File: src/rtl/core/tabulated_energy_sampler_unit_macros.svh
// Assertion macros shared by the tabulated energy sampler RTL.
`ifndef TABULATED_ENERGY_SAMPLER_UNIT_MACROS_SVH
`define TABULATED_ENERGY_SAMPLER_UNIT_MACROS_SVH

// Consequent must hold in the same cycle as the antecedent.
`define TES_ASSERT_SAME(lbl, ante, cons, msg) \
    lbl: assert property (@(posedge clk) disable iff (!rst_n) (ante) |-> (cons)) \
        else $error(msg);

// Consequent must hold in the cycle after the antecedent.
`define TES_ASSERT_NEXT(lbl, ante, cons, msg) \
    lbl: assert property (@(posedge clk) disable iff (!rst_n) (ante) |=> (cons)) \
        else $error(msg);

`endif

File: src/rtl/core/tes_pkg.sv
// Types, codes and constants of the tabulated energy sampler.
package tes_pkg;

    localparam int E_W       = 24;
    localparam int R_W       = 24;
    localparam int INT_W     = 48;
    localparam int START_W   = 32;
    localparam int MUL_W     = 25;
    localparam int PROD_W    = 50;
    localparam int DIV_NUM_W = 72;
    localparam int DIV_DEN_W = 48;
    localparam int DIV_Q_W   = 25;
    localparam int CFG_W     = 24;
    localparam int CFG_A_W   = 1;
    localparam int IN_DATA_W = 120;
    localparam int IN_USER_W = 3;
    localparam int OUT_USER_W = 2;

    typedef enum logic [2:0] {
        REQ_CLEAR  = 3'd0,
        REQ_LINE   = 3'd1,
        REQ_GRID   = 3'd2,
        REQ_LIMITS = 3'd3,
        REQ_SAMPLE = 3'd4
    } req_t;

    typedef enum logic [1:0] {
        STAT_SAMPLE   = 2'd0,
        STAT_ACCEPTED = 2'd1,
        STAT_NO_LINE  = 2'd2,
        STAT_FULL     = 2'd3
    } status_t;

    typedef enum logic [0:0] {
        CFG_STEP  = 1'b0,
        CFG_FIXED = 1'b1
    } cfg_idx_t;

    typedef struct packed {
        logic [E_W-1:0]     energy;
        logic [START_W-1:0] start;
    } line_ent_t;

    typedef struct packed {
        logic [E_W-1:0]   intensity;
        logic [INT_W-1:0] integral;
    } grid_ent_t;

    typedef struct packed {
        logic                 start;
        logic [DIV_NUM_W-1:0] num;
        logic [DIV_DEN_W-1:0] den;
    } div_req_t;

    typedef struct packed {
        logic busy;
        logic done;
    } div_stat_t;

    typedef enum logic [5:0] {
        ST_IDLE, ST_EXEC,
        ST_SC_A, ST_SC_B, ST_SC_C,
        ST_LRD, ST_LCHK,
        ST_GTOP, ST_GTOP_CHK, ST_G_OVER, ST_G_OVER2,
        ST_BS, ST_BS_CHK,
        ST_GI_RD0, ST_GI_RD1, ST_GI_CAP,
        ST_G_BASE, ST_G_MULH, ST_G_MULL, ST_G_NUM, ST_G_DIV,
        ST_LIM_START, ST_LIM_CEIL, ST_LIM_RD0, ST_LIM_RD1, ST_LIM_CAP,
        ST_LIM_MT, ST_LIM_DT, ST_LIM_WT, ST_LIM_MU, ST_LIM_DU, ST_LIM_WU,
        ST_LIM_NEXT, ST_DONE
    } fsm_t;

    // Clamp a wide energy to the 24-bit output range.
    function automatic logic [E_W-1:0] sat_energy(input logic [PROD_W-1:0] v);
        return (|v[PROD_W-1:E_W]) ? {E_W{1'b1}} : v[E_W-1:0];
    endfunction

endpackage

File: src/rtl/core/tes_div.sv
// Restoring divider producing a 25-bit quotient, one bit per cycle.
module tes_div (
    input  logic                         clk,
    input  logic                         rst_n,
    input  tes_pkg::div_req_t            req,
    output tes_pkg::div_stat_t           stat,
    output logic [tes_pkg::DIV_Q_W-1:0]  quo
);
    import tes_pkg::*;

    localparam int CNT_W = $clog2(DIV_Q_W + 1);

    logic [DIV_DEN_W-1:0] rem_reg;
    logic [DIV_DEN_W-1:0] den_reg;
    logic [DIV_Q_W-1:0]   sh_reg;
    logic [CNT_W-1:0]     cnt_reg;
    logic                 busy_reg;
    logic                 done_reg;
    logic [DIV_DEN_W:0]   trial;
    logic [DIV_DEN_W:0]   diff;
    logic                 ge;

    // The upper numerator bits are below the divisor, so the quotient fits.
    assign trial = {rem_reg, sh_reg[DIV_Q_W-1]};
    assign diff  = trial - {1'b0, den_reg};
    assign ge    = (trial >= {1'b0, den_reg});

    always_ff @(posedge clk or negedge rst_n)
    begin
        if (!rst_n)
        begin
            busy_reg <= 1'b0;
            done_reg <= 1'b0;
            cnt_reg  <= '0;
        end
        else
        begin
            done_reg <= busy_reg && (cnt_reg == CNT_W'(1));
            if (req.start)
            begin
                busy_reg <= 1'b1;
                cnt_reg  <= CNT_W'(DIV_Q_W);
            end
            else if (busy_reg)
            begin
                cnt_reg <= cnt_reg - CNT_W'(1);
                if (cnt_reg == CNT_W'(1))
                begin
                    busy_reg <= 1'b0;
                end
            end
        end
    end

    always_ff @(posedge clk)
    begin
        if (req.start)
        begin
            rem_reg <= DIV_DEN_W'(req.num[DIV_NUM_W-1:DIV_Q_W]);
            sh_reg  <= req.num[DIV_Q_W-1:0];
            den_reg <= req.den;
        end
        else if (busy_reg)
        begin
            rem_reg <= ge ? diff[DIV_DEN_W-1:0] : trial[DIV_DEN_W-1:0];
            sh_reg  <= {sh_reg[DIV_Q_W-2:0], ge};
        end
    end

    assign stat.busy = busy_reg;
    assign stat.done = done_reg;
    assign quo       = sh_reg;

endmodule

File: config.mk
export PLATFORM = sky130hd
export DESIGN_NAME = tes_div
export DESIGN_NICKNAME = d
export VERILOG_FILES = /design/src/rtl/core/tabulated_energy_sampler_unit_macros.svh /design/src/rtl/core/tes_pkg.sv /design/src/rtl/core/tes_div.sv
export SDC_FILE = /design/constraint.sdc
export NUM_CORES = 1
export LEC_CHECK = 0
export BUFFER_PORTS_ARGS = -buffer_cell sky130_fd_sc_hd__buf_2
export CORE_UTILIZATION = 55
export CTS_BUF_LIST = sky130_fd_sc_hd__clkbuf_8
export CTS_CLUSTER_SIZE = 8
export DETAILED_ROUTE_END_ITERATION = 7
export GPL_TIMING_DRIVEN = 0
export PLACE_DENSITY = 0.79
export SLEW_MARGIN = 0
export SYNTH_ARGS = -nofsm -noshare
export SYNTH_HDL_FRONTEND = slang
export SYNTH_SLANG_ARGS = --single-unit
File: constraint.sdc
create_clock -name clk -period 3.8 [get_ports clk]
set_clock_uncertainty 0.15 [all_clocks]
set_input_delay 0.76 -clock clk [delete_from_list [all_inputs] [get_ports clk]]
set_output_delay 0.76 -clock clk [all_outputs]
set_load 0.05 [all_outputs]
# After elaboration in Yosys (flattened, before gate mapping)
# Index checks and enable logic that the tools add are counted.
[word_totals] reg_bits=128 in_bits=123 output_inout_bits=27 elab_cells=23
[op_classes] n_addsub=2 magnitude_cmp=1 n_eq_ne=1 muxes=10 n_reduce_logical=2
[op_table] op="$mux 47" count=2
[op_table] op="$mux 25" count=2
[op_table] op="$ge 49x48->1" count=1
[op_table] op="$mux 48" count=1
[op_table] op="$sub 48x48->48" count=1
[op_table] op="$mux 5" count=2
[op_table] op="$eq 5x1->1 const B" count=1
[op_table] op="$sub 5x1->5 const B" count=1
[op_table] op="$mux 1" count=3
[op_table] op="$reduce_bool 2->1" count=1
[op_table] op="$logic_and 1x1->1" count=1

# Logic depth before layout (Yosys ltp)
[logic_depth] word_depth=4 mapped_depth=14 depth_no_buf=14

# Worst setup path after synthesis
# Ideal clock, no wire load.
[synth_path] path_kind="register to register" startpoint="register sh_reg[24] (netlist: quo[24])" endpoint="register rem_reg[44], data pin" setup_time_ps=254 t_arrival_ps=3236 t_required_ps=3396 setup_slack_ps=160 stages_incl_launch_ff=15 n_path_buf=0 period_less_slack_ps=3640 path_cell_list="edfxtp_1 -> inv_1 -> ha_1 -> inv_1 -> fa_1 -> a21o_1 -> a221oi_4 -> o221ai_2 -> o211a_1 -> or3b_1 -> a21oi_1 -> o211ai_1 -> xnor2_1 -> o211ai_1 -> o21a_1"
[synth_between] elab_chain_cells=4 elab_cells_between_ends=5 classes_between="add/sub: 1; order compare: 1; mux: 3"
[synth_rtl] item="start: declaration" line_no="tes_div.sv:15" text="logic [DIV_Q_W-1:0] sh_reg;"
[synth_rtl] item="start signal: assignment" line_no="tes_div.sv:60" text="sh_reg <= req.num[DIV_Q_W-1:0];"
[synth_rtl] item="start signal: assignment" line_no="tes_div.sv:66" text="sh_reg <= {sh_reg[DIV_Q_W-2:0], ge};"
[synth_rtl] item="$sub 48x48->48 / $ge 49x48->1 (equally long branches)" line_no="tes_div.sv:25, tes_div.sv:26"
[synth_rtl] item="$mux 48 (*)" line_no="tes_div.sv:65" text="rem_reg <= ge ? diff[DIV_DEN_W-1:0] : trial[DIV_DEN_W-1:0];"
[synth_rtl] item="$mux 47 (*)" line_no="tes_div.sv:63" text="else if (busy_reg)"
[synth_rtl] item="$mux 47 (*)" line_no="tes_div.sv:57" text="if (req.start)"
[synth_rtl] item="end signal: assignment" line_no="tes_div.sv:59" text="rem_reg <= DIV_DEN_W'(req.num[DIV_NUM_W-1:DIV_Q_W]);"
[synth_rtl] item="end signal: assignment" line_no="tes_div.sv:65"
[synth_rtl] item="end: declaration" line_no="tes_div.sv:13" text="logic [DIV_DEN_W-1:0] rem_reg;"
# Every way passes the cells marked *; elsewhere a longest branch is shown, timed or not. The select of a mux whose other input is x is not followed.
# A chain may end at the register's enable or synchronous reset.

# Final worst setup path
[layout_path] startpoint="register rem_reg[5]" endpoint="register rem_reg[39], data pin"
[layout_between] elab_chain_cells=4 elab_cells_between_ends=5 classes_between="add/sub: 1; order compare: 1; mux: 3"
[layout_rtl] item="$sub 48x48->48 / $ge 49x48->1 (equally long branches)" line_no="tes_div.sv:25, tes_div.sv:26"
[layout_rtl] item="$mux 48 (*)" line_no="tes_div.sv:65"
[layout_rtl] item="$mux 47 (*)" line_no="tes_div.sv:63"
[layout_rtl] item="$mux 47 (*)" line_no="tes_div.sv:57"
# Marked as above.

==> run_results.csv <==
group,metric,value,unit
sta,period_share,97.3,%
finish,final_area,0.00985,mm2
die,die_h,125,um
power_and_ir_drop,p_leak,4.29,nW
sta,rsz0062_at_grt,"no",
setup_path,reg2reg_to,"rem_reg[39]",
global_routing,antenna_found_initial,1,
min_path,hp-class,"input pin to flop",
detailed_routing,detail_route.wl_per_cell,18.6,um
sta,hold_violations,0,
power_and_ir_drop,switchingPower,3.55,mW
finish,diodes,0,
logic_synthesis,synth_compound_area_share,19.7,%
setup_path,ff2ff_path_depth,11,
die,core_area,0.0147,mm2
global_routing,grt_pass1_vias,7027,
min_path,hold_depth,1,
clock_tree,clock_latency,0.48,ns
die,start_util,57.0,%
status,violations,"design-rule violations",
finish,final_cell_mix,"buf_2, edfxtp_1, a21oi_1, nand2_1, inv_1",
power_and_ir_drop,ir_drop,0.000371,V
clock_tree,clk_pin_slew_worst_paths,0.09,ns
clock_tree,root_buffer,"clkbuf_8",
run,maxCapViolations,0,
detailed_routing,drtPass1Iterations,8,
logic_synthesis,async_reset_ff_share,5.47,%
detailed_routing,highest_layer,"met5",
detailed_routing,drc_errors,8,
setup_path,crit_type,"flop to flop",
die,die_w,125,um
sta,worst_pin_slew,1.15,ns
finish,layout-drive-gt1-share,25.7,%
detailed_routing,viasPerCell,5.89,
detailed_routing,wl,22300,um
clock_tree,cts_tree,"done",
power_and_ir_drop,comb_power_share,57.7,%
min_path,hp-start,"req[37]",
clock_tree,clockBufferDepth,2,
placed_design,dpl-instance-area,0.00938,mm2
finish,final_common_cell,"buf_2",
setup_path,arrival,3.78,ns
clock_tree,clock-sinks,128,
logic_synthesis,ys_types,69,
sta,setup_viol,0,
setup_path,crit_required,3.88,ns
setup_path,reg2reg_from,"rem_reg[5]",
power_and_ir_drop,p_int,4.33,mW
detailed_routing,ant_nets,0,
logic_synthesis,yosysSeqAreaShare,45.3,%
logic_synthesis,ys_seq_elements,128,
setup_path,worstSetupEndpointType,"flop",
placed_design,routabilityCongestion,0.966,
sta,fmax,270,MHz
clock_tree,cts_buffers,17,
logic_synthesis,synthSimpleGateAreaFrac,11.7,%
sta,report.final.slew_viol_count,0,
logic_synthesis,synth_edf_count,120,
logic_synthesis,synthMuxAreaShare,5.26,%
detailed_routing,met1_length,9330,um
logic_synthesis,synth_top_family_by_area,"compound AO/OA/AOI/OAI gates",
detailed_routing,met3WireLength,1980,um
logic_synthesis,yosys.area_share.adder,7.71,%
placed_design,pre_cts_ws,-0.179,ns
power_and_ir_drop,power_frac_seq,27.9,%
logic_synthesis,syn_nets,1004,
detailed_routing,drt_iter0_markers,565,
sta,max-slew-margin-rel,23.0,%
global_routing,grt_max_degree,52,
logic_synthesis,synth_warnings,0,
min_path,min_to,"den_reg[37]",
setup_path,r2r_slack,0.10,ns
power_and_ir_drop,p_clk_share,14.5,%
die,io_pins,150,
global_routing,grt_use_total,29.6,%
detailed_routing,vias,7083,
logic_synthesis,synth.cell_area,0.00838,mm2
logic_synthesis,synth_flop_cell,"edfxtp_1",
clock_tree,htreeDepth,4,
global_routing,grt_first_pass_wirelength,35500,um
setup_path,critPathMaxFanout,10,
placed_design,portBuffers,149,
logic_synthesis,synthCells,830,
logic_synthesis,synth-xor-area-share,4.81,%
setup_path,cp-start-kind,"flop",
status,status,"finished with violations",
logic_synthesis,synth.avg_cell_area,10.1,um2
power_and_ir_drop,powerDensity,801,mW/mm2
finish,syn_to_final_growth,17.6,%
finish,nets,1180,
global_routing,grt_overflow,0,
die,rows,44,
power_and_ir_drop,swShare,45.1,%
sta,worst_slack,0.103,ns
sta,fin_crit,3.70,ns
placed_design,hpwlAfterDp,16100,um
die,die-area,0.0157,mm2
detailed_routing,route.met2.wl,10400,um
sta,whs,0.297,ns
[synthesized netlist by cell type (all sizes together), types with 3 or more instances]
library cell	n	area, um2
xnor2	33	289
a21oi	77	385
nand3	9	45.0
or2	3	18.8
dfrtp	7	175
o211ai	5	37.5
a31oi	17	121
nor4	4	25.0
edfxtp	120	3600
o21ai	53	269
o31ai	6	55.1
mux2	37	420
inv	64	240
o21bai	9	67.6
nand4	16	100
a211oi	8	60.1
nor2	55	206
a221o	4	40.0
ha	50	626
and2	3	18.8
o221ai	3	32.5
and3	13	81.3
nand2b	7	43.8
clkbuf	30	113
nand2	72	270
or3	3	18.8
a21o	30	225
buf	19	106
nor3	11	65.1
xor2	13	114
o21a	16	121
[power by group through the flow]
stage | clock (mW) | sequential, mW | combinational [mW]
3_3_place_gp | 0 | 2.20 | 4.28
3_5_place_dp | 0 | 2.21 | 4.33
6_report | 1.14 | 2.20 | 4.55
4_1_cts | 1.16 | 2.19 | 4.37
2_1_floorplan | 0 | 2.28 | 3.21
5_1_grt | 1.21 | 2.24 | 4.98
[kinds of logic (layout without fill, tap and decap cells)]
family | count (synthesis) | count (layout)
mux | 39 | 39
simple gates | 206 | 206
flops | 128 | 128
xor+xnor | 46 | 46
buf+inv | 113 | 302
compound gates | 247 | 247
fa+ha+maj | 51 | 51
[metrics by stage]
step	TNS (ns)	power (mW)	util, %	instances
after CTS	0	7.72	66.4	1197
after global placement	-135.25	6.49	63.6	1163
after global routing	0	8.43	67.0	1203
after floorplan	0	5.49	-	830
after detailed placement	-7.09	6.54	63.8	1164
final	0	7.89	67.0	1203
[cell type report]
type | instances | area (um2)
fillers | 1199 | 4850
multi-input cells | 589 | 4160
flip-flops and latches | 128 | 3800
repair buffers | 157 | 821
inverters | 64 | 240
clock buffers | 17 | 234
plain buffers | 49 | 230
well taps | 184 | 230
clock inverters | 15 | 136
[routing by layer]
layer / track usage, % / up-vias
li1: - / 3391
met1: 37.3 / 3337
met2: 48.7 / 298
met3: 6.63 / 55
met4: 13.8 / 2
met5: 0 / -
[worst max path at each step]
stage | start | end | depth (start not counted)
2_1_floorplan | quo[24] | rem_reg[44] | 14
3_3_place_gp | req[120] | rem_reg[21] | 5
3_5_place_dp | req[120] | rem_reg[21] | 6
4_1_cts | quo[24] | rem_reg[42] | 14
5_1_grt | rem_reg[5] | rem_reg[26] | 11
6_report | rem_reg[5] | rem_reg[39] | 11
[worst max-delay path: stages (launching register included)]
cell and delay (ns):
edfxtp_1 0.41, ha_1 0.41, and3_1 0.21, nand4_1 0.19, o21bai_1 0.23, o21ai_2 0.25
a31oi_1 0.16, o221a_4 0.31, o31ai_2 0.43, buf_4 0.32, a21oi_1 0.12, mux2_2 0.27
[repair_timing]
action                                  in CTS  in global routing
setup buffers                                0                  6
hold buffers                                 1                  0
endpoints found under the setup margin       7                 29
pin swaps                                    1                  6
hold endpoints to repair                     7                  0
gates resized for setup                      2                 10
No activity file was read; power rests on OpenSTA's default activity.
