<file path="src/rtl/core/tabulated_energy_sampler_unit_macros.svh">
// Assertion macros shared by the tabulated energy sampler RTL.
`ifndef TABULATED_ENERGY_SAMPLER_UNIT_MACROS_SVH
`define TABULATED_ENERGY_SAMPLER_UNIT_MACROS_SVH

// Consequent must hold in the same cycle as the antecedent.
`define TES_ASSERT_SAME(lbl, ante, cons, msg) \
    lbl: assert property (@(posedge clk) disable iff (!rst_n) (ante) |-> (cons)) \
        else $error(msg);

// Consequent must hold in the cycle after the antecedent.
`define TES_ASSERT_NEXT(lbl, ante, cons, msg) \
    lbl: assert property (@(posedge clk) disable iff (!rst_n) (ante) |=> (cons)) \
        else $error(msg);

`endif

</file>
<file path="src/rtl/core/tes_ram.sv">
// Generic single-clock RAM with one write port and one registered read port.
module tes_ram #(
    parameter int WIDTH = 32,
    parameter int DEPTH = 32
) (
    input  logic                                   clk,
    input  logic                                   we,
    input  logic [((DEPTH > 1) ? $clog2(DEPTH) : 1)-1:0] waddr,
    input  logic [WIDTH-1:0]                       wdata,
    input  logic [((DEPTH > 1) ? $clog2(DEPTH) : 1)-1:0] raddr,
    output logic [WIDTH-1:0]                       rdata
);

    logic [WIDTH-1:0] mem [DEPTH];

    always_ff @(posedge clk)
    begin
        if (we)
        begin
            mem[waddr] <= wdata;
        end
        rdata <= mem[raddr];
    end

endmodule

</file>
<file path="config.mk">
export PLATFORM = sky130hd
export DESIGN_NAME = tes_ram
export DESIGN_NICKNAME = d
export VERILOG_FILES = /design/src/rtl/core/tabulated_energy_sampler_unit_macros.svh /design/src/rtl/core/tes_ram.sv
export SDC_FILE = /design/constraint.sdc
export NUM_CORES = 1
export LEC_CHECK = 0
export ABC_AREA = 1
export BUFFER_PORTS_ARGS = -buffer_cell sky130_fd_sc_hd__buf_2
export CELL_PAD_IN_SITES_DETAIL_PLACEMENT = 0
export CELL_PAD_IN_SITES_GLOBAL_PLACEMENT = 1
export CORE_MARGIN = 2
export CORE_UTILIZATION = 46
export DETAILED_ROUTE_END_ITERATION = 8
export PLACE_DENSITY_LB_ADDON = 0.1
export SLEW_MARGIN = 25
export SYNTH_ARGS = -nofsm -noshare
export SYNTH_HDL_FRONTEND = slang
export SYNTH_SLANG_ARGS = --single-unit
export TNS_END_PERCENT = 5
</file>
<file path="constraint.sdc">
create_clock -name clk -period 2.3 [get_ports clk]
set_input_delay 0.345 -clock clk [delete_from_list [all_inputs] [get_ports clk]]
set_output_delay 0.345 -clock clk [all_outputs]
set_load 0.03 [all_outputs]
</file>
======== Yosys cells after proc, flatten, opt, wreduce, memory -nomap -nowiden ========
Memory sizes are Yosys's and may differ from the RTL's. A register that Yosys moved wholly into a read port is not among the register bits.
Cells that the tools add are included.
cells by class
  mux-type cells .......................... 2
operators by type and width
  cell              count
  2-to-1 mux 1 bit  2
word-level totals
  flip-flop bits (word level) ............. 0
  bits in writable memories ............... 1024
  bits of input ports ..................... 44
  logic and storage cells ................. 3
  memories ................................ 1
memories
  memory  depth  width  rd ports  clocked after memory_dff  write ports  RTL line       RTL
  mem     32     32     1         1                         1            tes_ram.sv:14  logic [WIDTH-1:0] mem [DEPTH];

======== Longest topological paths before layout ========
Gate-level depths: netlist of the first run.
  depth after elaboration ................. 2
  gate-level depth with buffers ........... 12
  mapped depth without buffers ............ 9

======== Worst setup path after synthesis of the first run ========
Ideal clock, no wire load.
  path kind ............................... input-to-reg
  start ................................... input port waddr[0] (netlist bit)
  end ..................................... memory mem[8][0] (enable)
  setup time .............................. 421 ps
  arrival time ............................ 2000 ps
  slack ................................... -121 ps
  cell stages on the path ................. 3
  path buffers ............................ 0
  cells stage by stage .................... inv_1 > nand3_1 > nor2_1
RTL lines
  item             RTL line       RTL
  start, declared  tes_ram.sv:8   input logic [((DEPTH > 1) ? $clog2(DEPTH) : 1)-1:0] waddr,
  end, declared    tes_ram.sv:14
Straight into the memory's write port.

======== Final worst setup path of the first run ========
  start ................................... register rdata[26] (read register of mem)
  end ..................................... output port rdata[26]
RTL lines
  item             RTL line       RTL
  start, declared  tes_ram.sv:11  output logic [WIDTH-1:0] rdata
No word-level cell between the ends.

==> results of run 1 <==
==> worst min-delay path by stage <==
stage / startpoint / to / cells past startpoint
detailed placement: mem[2][31] / rdata[31] / 8
finish: raddr[4] / rdata[29] / 4
global route: raddr[4] / rdata[29] / 4
global placement: mem[2][16] / rdata[16] / 8
floorplan: wdata[0] / mem[0][0] / 0
CTS: raddr[4] / rdata[29] / 4
==> power groups by stage <==
stage          logic (mW)  registers, mW  clock network [mW]
6_report             2.70           21.5                17.8
5_1_grt              2.97           21.5                18.9
4_1_cts              2.73           21.5                18.1
3_5_place_dp         2.72           21.9                   0
3_3_place_gp         2.69           21.9                   0
2_1_floorplan        1.47           22.0                   0
==> layout make-up <==
| type | instances | area [um^2] | area share [%] |
|---|---|---|---|
| antenna | 2 | 5.00 | 0.0103 |
| clock inverter | 68 | 684 | 1.41 |
| multi-input combinational | 2252 | 9670 | 20.0 |
| sequential | 1056 | 31400 | 64.8 |
| clock buffer | 138 | 2940 | 6.07 |
| timing repair buffer | 198 | 2190 | 4.52 |
| inverter | 10 | 67.6 | 0.140 |
| tap | 1186 | 1480 | 3.06 |
==> cells in the final DEF, fill, tap and decap left out, types with 4 or more instances in the layout <==
master,synthesis,routed
buf_4,24,55
inv_1,7,5
edfxtp_1,1024,1024
bufinv_16,0,13
clkinv_1,0,19
nand2_1,1440,1440
clkinvlp_4,0,4
nor2_4,0,32
dfxtp_1,32,32
buf_12,0,69
clkbuf_1,24,20
buf_2,83,71
clkbuf_16,0,110
inv_6,0,5
clkinv_2,0,27
nand3_1,780,780
clkbuf_8,0,8
==> logic make-up after synthesis <==
group         count (synthesis)
buf+inv                     228
flops                      1056
simple gates               2252
==> per-layer routing <==
| layer | global-route usage, % | share of wire [%] | vias up |
|---|---|---|---|
| met5 | 0 | 0.021 | - |
| met4 | 7.63 | 2.9 | 4 |
| met3 | 3.96 | 5.5 | 192 |
| met2 | 42.5 | 48 | 823 |
| met1 | 35.7 | 43 | 13600 |
| li1 | - | - | 12500 |
==> through the flow <==
stage / setup TNS [ns] / std cells / hold WS, ns / setup slack, ns / area [um^2]
after global routing: 0 / 4909 / 0.129 / 0.518 / 48400
final: 0 / 4910 / 0.139 / 0.567 / 48400
after CTS: 0 / 4908 / 0.109 / 0.507 / 48400
after global placement: 0 / 4702 / 0.735 / 0.386 / 44800
after detailed placement: 0 / 4702 / 0.727 / 0.394 / 44800
after floorplan: -106.06 / 3536 / 0.444 / -0.121 / 42400
==> flip-flops by register name (all words and copies together) (netlist names) <==
name and count:
mem 1024, rdata 32
==> run summary, run 1 <==
top cells by area, synth = edfxtp_1 73%, nand2_1 13%, nand3_1 9.2%, buf_6 1.8%, dfxtp_1 1.5%
Setup crit end = rdata[26]
Fillers = 7748
run status = completed
# rows = 111
Startpoint Class = flip-flop
minimum clock period = 1.73 ns
Clock power frac = 42.4%
Core Area = 0.0915 mm^2
Root Driver = clkbuf_16
routed len/inst = 24.7 um
Final Max Tran Viols = 0
share of post-route cells with drive strength above 1 = 10.8%
Reg power frac = 51.1%
CTS Hold Bufs = 0
worst r2r dst = rdata[9]
DR iter-0 viols = 2618
worst-path fanout max = 1
CP endpoint kind = output port
top-count cell post-synth = nand2_1
Pint = 32.6 mW
die footprint = 0.0946 mm^2
Final Cycle Share = 75.4%
asr flop ratio synth = 0%
critical path class = reg -> out
RSZ-0062 raised after global routing = no
Layout area overhead = 14.2%
worst path bufs/invs = 1
Yosys top cell area share = 72.5%
Nets = 3672
Via Count = 27.2k
R2R Path Start = mem[29][9]
clock tree buffer depth = 3
Detail Route Antenna Nets = 0
Yosys cell types = 14
pwr dens = 868 mW/mm^2
clk_skew = 0.0191 ns
critical path, cell by cell = buf_2
# port buffers = 75
Compound-Gate Fraction of Synth Area = 0%
Logic pwr share = 6.4%
post-CTS setup buffers = 0
MaxCap Viol Count = 0
Synth Area in Simple Gates = 22.2%
EDFF count, synth = 1024
Synthesis Warnings = 0
reg2reg path depth = 8
CP max stage cell = dfxtp_1
Leakage = 17.8 nW
post-synthesis register bit count = 1056
# IOs = 76
Worst-path clk slew = 0.06 ns
Total Power = 42.0 mW
VDD IR-drop max = 0.628 mV
first-pass GRT wire length = 177 mm
Residual DRC = 0
Seq/Total Area, Yosys = 74.0%
number of global-route vias before repair = 26.1k
syn_area_per_cell = 12.0 um^2
endpoints failing setup = 0
Reg2Reg Setup Slack = 1.13 ns
GRT overflow = 0
Main synth FF type = edfxtp_1
post-cts sizing count = 0
H-tree Lvls = 3
Critical Path Max Stage Delay = 0.44 ns
worst endpoint required time = 1.96 ns
total track usage = 25.8%
fmax = 0.577 GHz
largest family of logic cells by synthesized area = simple AND/OR/NAND/NOR gates
cell taking the most area after synthesis = edfxtp_1
mux cell area share after synthesis = 0%
DR pass1 iterations = 5
WP data arrival = 1.39 ns
Mapped Cells = 3536
syn nets = 3580
Die Height = 308 um
xor/xnor share of the synthesized area = 0%
Cell Area, Synth = 0.0424 mm^2
Net Sw Power = 9.44 mW
CTS Buf Count = 110
post-synthesis adder-cell area fraction = 0%
CTS tree = yes
GPL Wtd Cong = 0.773
antenna violations before repair = 5
DP Wirelength = 62.7 mm
Clock Sinks = 1056
WL final = 121 mm
Rel. slew slack = 54.9%
Worst path top cell family by delay = flip-flops
Die W = 308 um
Initial Util = 46.3%
clk_lat worst skew = 0.69 ns
Layout Utilization = 52.9%
Worst Hold Class = in -> reg
Vias per Instance = 5.53
Final Hold Vio Count = 0
largest net degree at the start of global routing = 91
Worst-Margin Slew = 0.676 ns
Crit. path cell count = 1
crit path launch = rdata[26]
synth cell count leaders = 1440 x nand2_1, 1024 x edfxtp_1, 780 x nand3_1, 83 x buf_2, 66 x buf_6
switching share of power = 22.5%
Power figures use the tool's default switching activity.
==> run 2: changes to the inputs <==
==> constraint.sdc (replaced) <==
create_clock -name clk -period 1.55 [get_ports clk]
set_input_delay 0.2325 -clock clk [delete_from_list [all_inputs] [get_ports clk]]
set_output_delay 0.2325 -clock clk [all_outputs]
set_load 0.03 [all_outputs]
==> run 2 against run 1 <==
Net effect:
- register-to-register slack got worse by 0.81 ns
- design area increased by 3.6%
- routed wire length up 4.0%
- total power is 49% higher
- sequential power grew 48%
- flip-flop and latch count unchanged
- core utilization is 1.9 points higher
- sequential share of layout area fell by 2.2 points
- critical path type unchanged
- critical endpoint is now rdata[18]
- highest routed layer unchanged
==> run summary, run 2 (same netlist as run 1, synthesis figures left out) <==
minimum clock period = 1.50 ns
largest net degree at the start of global routing = 51 (-44%)
MaxCap Viol Count = 0 (unchanged)
Final Cycle Share = 96.9%
number of global-route vias before repair = 26.9k (+3.4%)
H-tree Lvls = 3 (unchanged)
top flop regs = mem (1024), rdata (32)
Nets = 3783 (+3.0%)
worst-path fanout max = 1 (unchanged)
Post-Layout Cell Count = 5021 (+2.3%)
Worst path top cell family by delay = flip-flops
worst r2r dst = rdata[30]
Worst Hold Class = in -> reg
# rows = 111 (unchanged)
CP endpoint kind = output port
critical path, cell by cell = buf_2
Leakage = 18.6 nW (+4.5%)
antenna violations before repair = 4 (-1)
DP Wirelength = 72.6 mm (+16%)
RSZ-0062 raised after global routing = no
CTS Buf Count = 110 (unchanged)
Final Max Tran Viols = 0 (unchanged)
GRT overflow = 0 (unchanged)
Core Area = 0.0915 mm^2 (unchanged)
share of post-route cells with drive strength above 1 = 13.5% (+2.7 points)
WL final = 126 mm (+4.0%)
commonest cells after routing, fill and taps aside = 1440 x nand2_1, 1024 x edfxtp_1, 769 x nand3_1
Startpoint Class = flip-flop
routed len/inst = 25.1 um (+1.7%)
Biggest register = mem
run status = completed
CTS tree = yes
CTS Hold Bufs = 0 (unchanged)
worst path bufs/invs = 1 (unchanged)
Root Driver = clkbuf_16
Final Hold Vio Count = 0 (unchanged)
pwr dens = 1250 mW/mm^2 (+44%)
Rel. slew slack = 49.6% (-5.3 points)
die footprint = 0.0946 mm^2 (unchanged)
Setup crit end = rdata[18]
Crit. path cell count = 1 (unchanged)
DR iter-0 viols = 2603 (-0.57%)
CP max stage cell = dfxtp_1
worst endpoint required time = 1.32 ns (-0.64 ns)
WP data arrival = 1.27 ns (-0.12 ns)
first-pass GRT wire length = 184 mm (+3.9%)
VDD IR-drop max = 1.10 mV (+74%)
reg2reg path depth = 8 (unchanged)
Placed Cells = 4813 (+2.4%)
Reg2Reg Setup Slack = 0.32 ns (-0.81 ns)
Die Height = 308 um (unchanged)
Initial Util = 46.3% (unchanged)
clk_skew = 0.0152 ns (-0.00390 ns)
Residual DRC = 0 (unchanged)
dpl ws = -0.134 ns (-0.528 ns)
Worst-path clk slew = 0.06 ns (about the same)
clock tree buffer depth = 3 (unchanged)
Critical Path Max Stage Delay = 0.37 ns (-0.07 ns)
clk_lat worst skew = 0.69 ns (about the same)
setup ws final = 0.0480 ns (-0.519 ns)
Vias per Instance = 5.55 (+0.43%)
# port buffers = 75 (unchanged)
fmax = 0.666 GHz
total track usage = 26.9% (+1.0 points)
critical path class = reg -> out
R2R Path Start = mem[25][30]
dpl cell area = 0.0466 mm^2 (+3.9%)
post-route design area = 0.0502 mm^2 (+3.6%)
crit path launch = rdata[18]
Die W = 308 um (unchanged)
Via Count = 27.9k (+2.7%)
endpoints failing setup = 0 (unchanged)
Detail Route Antenna Nets = 0 (unchanged)
Largest register FFs = 1024 (unchanged)
DR pass1 iterations = 5 (unchanged)
Worst-Margin Slew = 0.756 ns (+0.0795 ns)
Clock Sinks = 1056 (unchanged)
Layout area overhead = 18.3%
# IOs = 76 (unchanged)
most common cell after layout, fill and taps aside = nand2_1
GPL Wtd Cong = 0.805 (+4.1%)
## run 2: power by group
group	total (mW)	switching, mW	internal, mW
clock network	26.2	10.8	15.4
registers	31.9	0.137	31.7
logic	4.49	3.09	1.40
## run 2: how the worst min path moves through the flow
stage,slack (ns),from,cells past startpoint,to
detailed placement,0.67,rdata[3],1,rdata[3]
finish,0.05,raddr[4],4,rdata[27]
global placement,0.67,rdata[13],1,rdata[13]
CTS,0.02,wdata[18],1,mem[7][18]
global route,0.04,raddr[4],4,rdata[27]
floorplan,0.33,wdata[0],0,mem[0][0]
## run 2: cell type report
| cell class | instances | area, um^2 |
|---|---|---|
| multi-input combinational | 2252 | 9750 |
| fill | 7635 | 41300 |
| timing repair buffer | 309 | 3890 |
| sequential | 1056 | 31400 |
| inverter | 10 | 67.6 |
| clock inverter | 33 | 382 |
| clock buffer | 173 | 3190 |
| antenna | 2 | 5.00 |
| tap | 1186 | 1480 |
## run 2: routing by layer
metal  global-route usage (%)  vias to the layer above  routed length (um)
met5                        0                        -                  39
met4                     7.31                        6                3330
met3                     3.61                      194                7720
met2                     43.8                      973               60000
met1                     38.1                    13900               55100
li1                         -                    12800                   -
## run 2: through the flow
stage	hold WS [ns]	TNS, ns	utilization, %	power [mW]
6_report	0.0530	0	54.8	62.5
5_1_grt	0.0427	0	54.8	64.4
4_1_cts	0.0229	-0.0113	54.8	63.0
3_5_place_dp	0.668	-27.43	50.9	37.0
3_3_place_gp	0.667	-39.13	50.9	36.9
2_1_floorplan	0.331	0	-	34.9
## run 2: worst min-delay path, cell delays in order
cell and delay (ns):
buf_2 0.13, buf_12 0.18, nand2_1 0.10, nand2_1 0.05
## run 2: repair_timing
action / CTS / global route
buffers inserted: 0 / 0
pin swaps: 0 / 0
gates resized for setup: 12 / 1
setup endpoints to repair: 6 / 1
cloned: 0 / 0
==> run 3: changes to the inputs <==
--- a/config.mk
+++ b/config.mk
@@ -5,13 +5,13 @@
 export SDC_FILE = /design/constraint.sdc
 export NUM_CORES = 1
 export LEC_CHECK = 0
-export ABC_AREA = 1
 export BUFFER_PORTS_ARGS = -buffer_cell sky130_fd_sc_hd__buf_2
 export CELL_PAD_IN_SITES_DETAIL_PLACEMENT = 0
 export CELL_PAD_IN_SITES_GLOBAL_PLACEMENT = 1
 export CORE_MARGIN = 2
-export CORE_UTILIZATION = 46
+export CORE_UTILIZATION = 49
 export DETAILED_ROUTE_END_ITERATION = 8
+export GPL_ROUTABILITY_DRIVEN = 1
 export PLACE_DENSITY_LB_ADDON = 0.1
 export SLEW_MARGIN = 25
 export SYNTH_ARGS = -nofsm -noshare
==> constraint.sdc (replaced) <==
create_clock -name clk -period 1.3 [get_ports clk]
set_input_delay 0.195 -clock clk [delete_from_list [all_inputs] [get_ports clk]]
set_output_delay 0.195 -clock clk [all_outputs]
set_load 0.03 [all_outputs]
==> run 3 against run 2 <==
Net effect:
- the flow now finishes with violations (negative setup slack)
- global-route usage decreased by 2.3 points
- worst setup slack got worse by 0.13 ns
- critical path depth increased by 5
- combinational power increased by 8.0%
- routed wire length decreased by 18%
- critical endpoint is now rdata[17]
- final cell count decreased by 24%
- largest power group unchanged
- synthesized cell count decreased by 36%
- first-iteration DRC count decreased by 28%
- sequential power increased by 19%
- clock-buffer cell count decreased by 24
- core utilization increased by 5.6 points
- register-to-register slack got worse by 0.41 ns
==> run summary, run 3 <==
failing checks = negative setup slack
first-pass GRT wire length = 151 mm (-18%)
clk_lat worst skew = 0.66 ns (-0.03 ns)
total track usage = 24.6% (-2.3 points)
post-synthesis register bit count = 1056 (unchanged)
syn_area_per_cell = 17.9 um^2 (+49%)
fmax = 0.721 GHz
Rel. slew slack = 62.2% (+13 points)
share of post-route cells with drive strength above 1 = 23.3% (+9.8 points)
Die Height = 291 um (-5.3%)
Via Count = 22.1k (-21%)
Layout area overhead = 22.4%
Residual DRC = 0 (unchanged)
Worst Hold Class = in -> reg
Main synth FF type = edfxtp_1
Final Cycle Share = 107%
endpoints failing setup = 34 (+34)
WP data arrival = 1.92 ns (+0.65 ns)
Initial Util = 49.4% (+3.1 points)
VDD IR-drop max = 1.15 mV (+4.8%)
DP Wirelength = 65.4 mm (-9.9%)
Yosys top cell area share = 76.0% (+3.4 points)
Worst-Margin Slew = 0.567 ns (-0.189 ns)
Seq/Total Area, Yosys = 77.5% (+3.5 points)
top flop regs = mem (1024), rdata (32)
Critical Path Max Stage Delay = 0.38 ns (about the same)
top-count cell post-synth = edfxtp_1
post-route design area = 0.0496 mm^2 (-1.2%)
# rows = 105 (-5.4%)
setup ws final = -0.0867 ns (-0.135 ns)
Biggest register = mem
synth cell count leaders = 1024 x edfxtp_1, 512 x mux2i_1, 98 x nand2_1, 98 x nand3_1
Largest register FFs = 1024 (unchanged)
RSZ-0062 raised after global routing = yes
Final Hold Vio Count = 0 (unchanged)
Total Power = 73.0 mW (+17%)
GPL Wtd Cong = 0.809 (+0.48%)
commonest cells after routing, fill and taps aside = 1024 x edfxtp_1, 512 x mux2i_1, 182 x buf_4
# IOs = 76 (unchanged)
DR pass1 iterations = 5 (unchanged)
routed len/inst = 27.5 um (+9.3%)
cell taking the most area after synthesis = edfxtp_1
worst endpoint required time = 1.83 ns (+0.51 ns)
Leakage = 17.7 nW (-4.6%)
Worst-path clk slew = 0.06 ns (about the same)
clock tree buffer depth = 3 (unchanged)
CP endpoint kind = flip-flop
post-CTS setup buffers = 0 (unchanged)
WL final = 104 mm (-18%)
Synthesis Warnings = 0 (unchanged)
EDFF count, synth = 1024 (unchanged)
minimum clock period = 1.39 ns
CTS tree = yes
Mapped Cells = 2260 (-36%)
Detail Route Antenna Nets = 0 (unchanged)
asr flop ratio synth = 0% (unchanged)
worst path bufs/invs = 1 (unchanged)
Cell Area, Synth = 0.0405 mm^2 (-4.5%)
DR iter-0 viols = 1882 (-28%)
Yosys cell types = 25 (+11)
critical path, cell by cell = mux2i_1 -> a22o_1 -> nor3_2 -> a31oi_2 -> buf_4 -> nand3_2
dpl cell area = 0.0455 mm^2 (-2.3%)
Root Driver = clkbuf_16
MaxCap Viol Count = 0 (unchanged)
pwr dens = 1470 mW/mm^2 (+18%)
# port buffers = 75 (unchanged)
die footprint = 0.0849 mm^2 (-10%)
Nets = 2675 (-29%)
most common cell after layout, fill and taps aside = edfxtp_1
Clock Sinks = 1056 (unchanged)
Core Area = 0.0820 mm^2 (-10%)
CP max stage cell = edfxtp_1
critical path class = reg -> reg
Die W = 291 um (-5.3%)
number of global-route vias before repair = 22.2k (-18%)
top cells by area, synth = edfxtp_1 76%, mux2i_1 13%, a22oi_1 1.8%, dfxtp_1 1.6%, a22o_1 1.4%
antenna violations before repair = 2 (-2)
H-tree Lvls = 3 (unchanged)
worst-path fanout max = 1 (unchanged)
clk_skew = 0.0137 ns (-0.00152 ns)
Worst path top cell family by delay = compound AO/OA/AOI/OAI gates
GRT overflow = 0 (unchanged)
run status = complete, but fails checks
syn nets = 2304 (-36%)
CTS Buf Count = 107 (-2.7%)
Final Max Tran Viols = 0 (unchanged)
largest net degree at the start of global routing = 33 (-35%)
Startpoint Class = flip-flop
Vias per Instance = 5.83 (+5.1%)
-- run 3: repair_timing --
| item | 4_1_cts | 5_1_grt |
|---|---|---|
| setup endpoints to repair | 46 | 54 |
| hold buffers | 12 | 0 |
| cloned | 0 | 0 |
| pin swaps | 18 | 3 |
| resized for setup | 139 | 4 |
| endpoints found under the hold margin | 359 | 0 |
-- run 3: per-layer routing --
layer  global-route usage (%)  share of wire, %
met5                        0                 0
met4                     6.68               2.2
met3                     3.24               5.5
met2                     39.3                48
met1                     35.9                45
-- run 3: worst paths after layout --
check	from	to	slack (ns)	depth (start not counted)
worst min-delay path	wdata[27]	mem[24][27]	0.03	1
worst max-delay path	mem[7][17]	rdata[17]	-0.09	6
worst max register to register	mem[7][17]	rdata[17]	-0.09	6
worst min register to register	mem[17][30]	rdata[30]	0.59	4
-- run 3: final cells by class --
| class | instances | area (um^2) |
|---|---|---|
| fill | 6121 | 32400 |
| sequential | 1056 | 31400 |
| antenna | 1 | 2.50 |
| clock inverter | 49 | 494 |
| tap | 1070 | 1340 |
| multi-input combinational | 1077 | 8870 |
| clock buffer | 149 | 2960 |
| timing repair buffer | 389 | 4460 |
-- run 3: cell families after synthesis --
family / after synthesis / synth area share [%]
and+or+nand+nor: 277 / 3.10
buffers and inverters: 127 / 1.86
muxes: 512 / 12.7
AOI/OAI and AO/OA: 288 / 4.85
DFF: 1056 / 77.5
-- run 3: power by group --
group          switching (mW)  internal, mW
registers               0.204          37.9
logic                    2.85          2.00
clock network            12.4          17.6
-- run 3: through the flow --
stage          util, %  hold slack, ns  TNS (ns)  instances  setup WS (ns)
3_5_place_dp      55.5           0.578   -336.13       3584         -0.762
2_1_floorplan        -           0.294   -530.41       2260         -0.579
4_1_cts           60.4        0.000160     -2.29       3791         -0.100
3_3_place_gp      55.5           0.566   -332.20       3584         -0.754
5_1_grt           60.5          0.0445     -3.17       3791         -0.140
6_report          60.5          0.0285     -1.06       3791        -0.0867
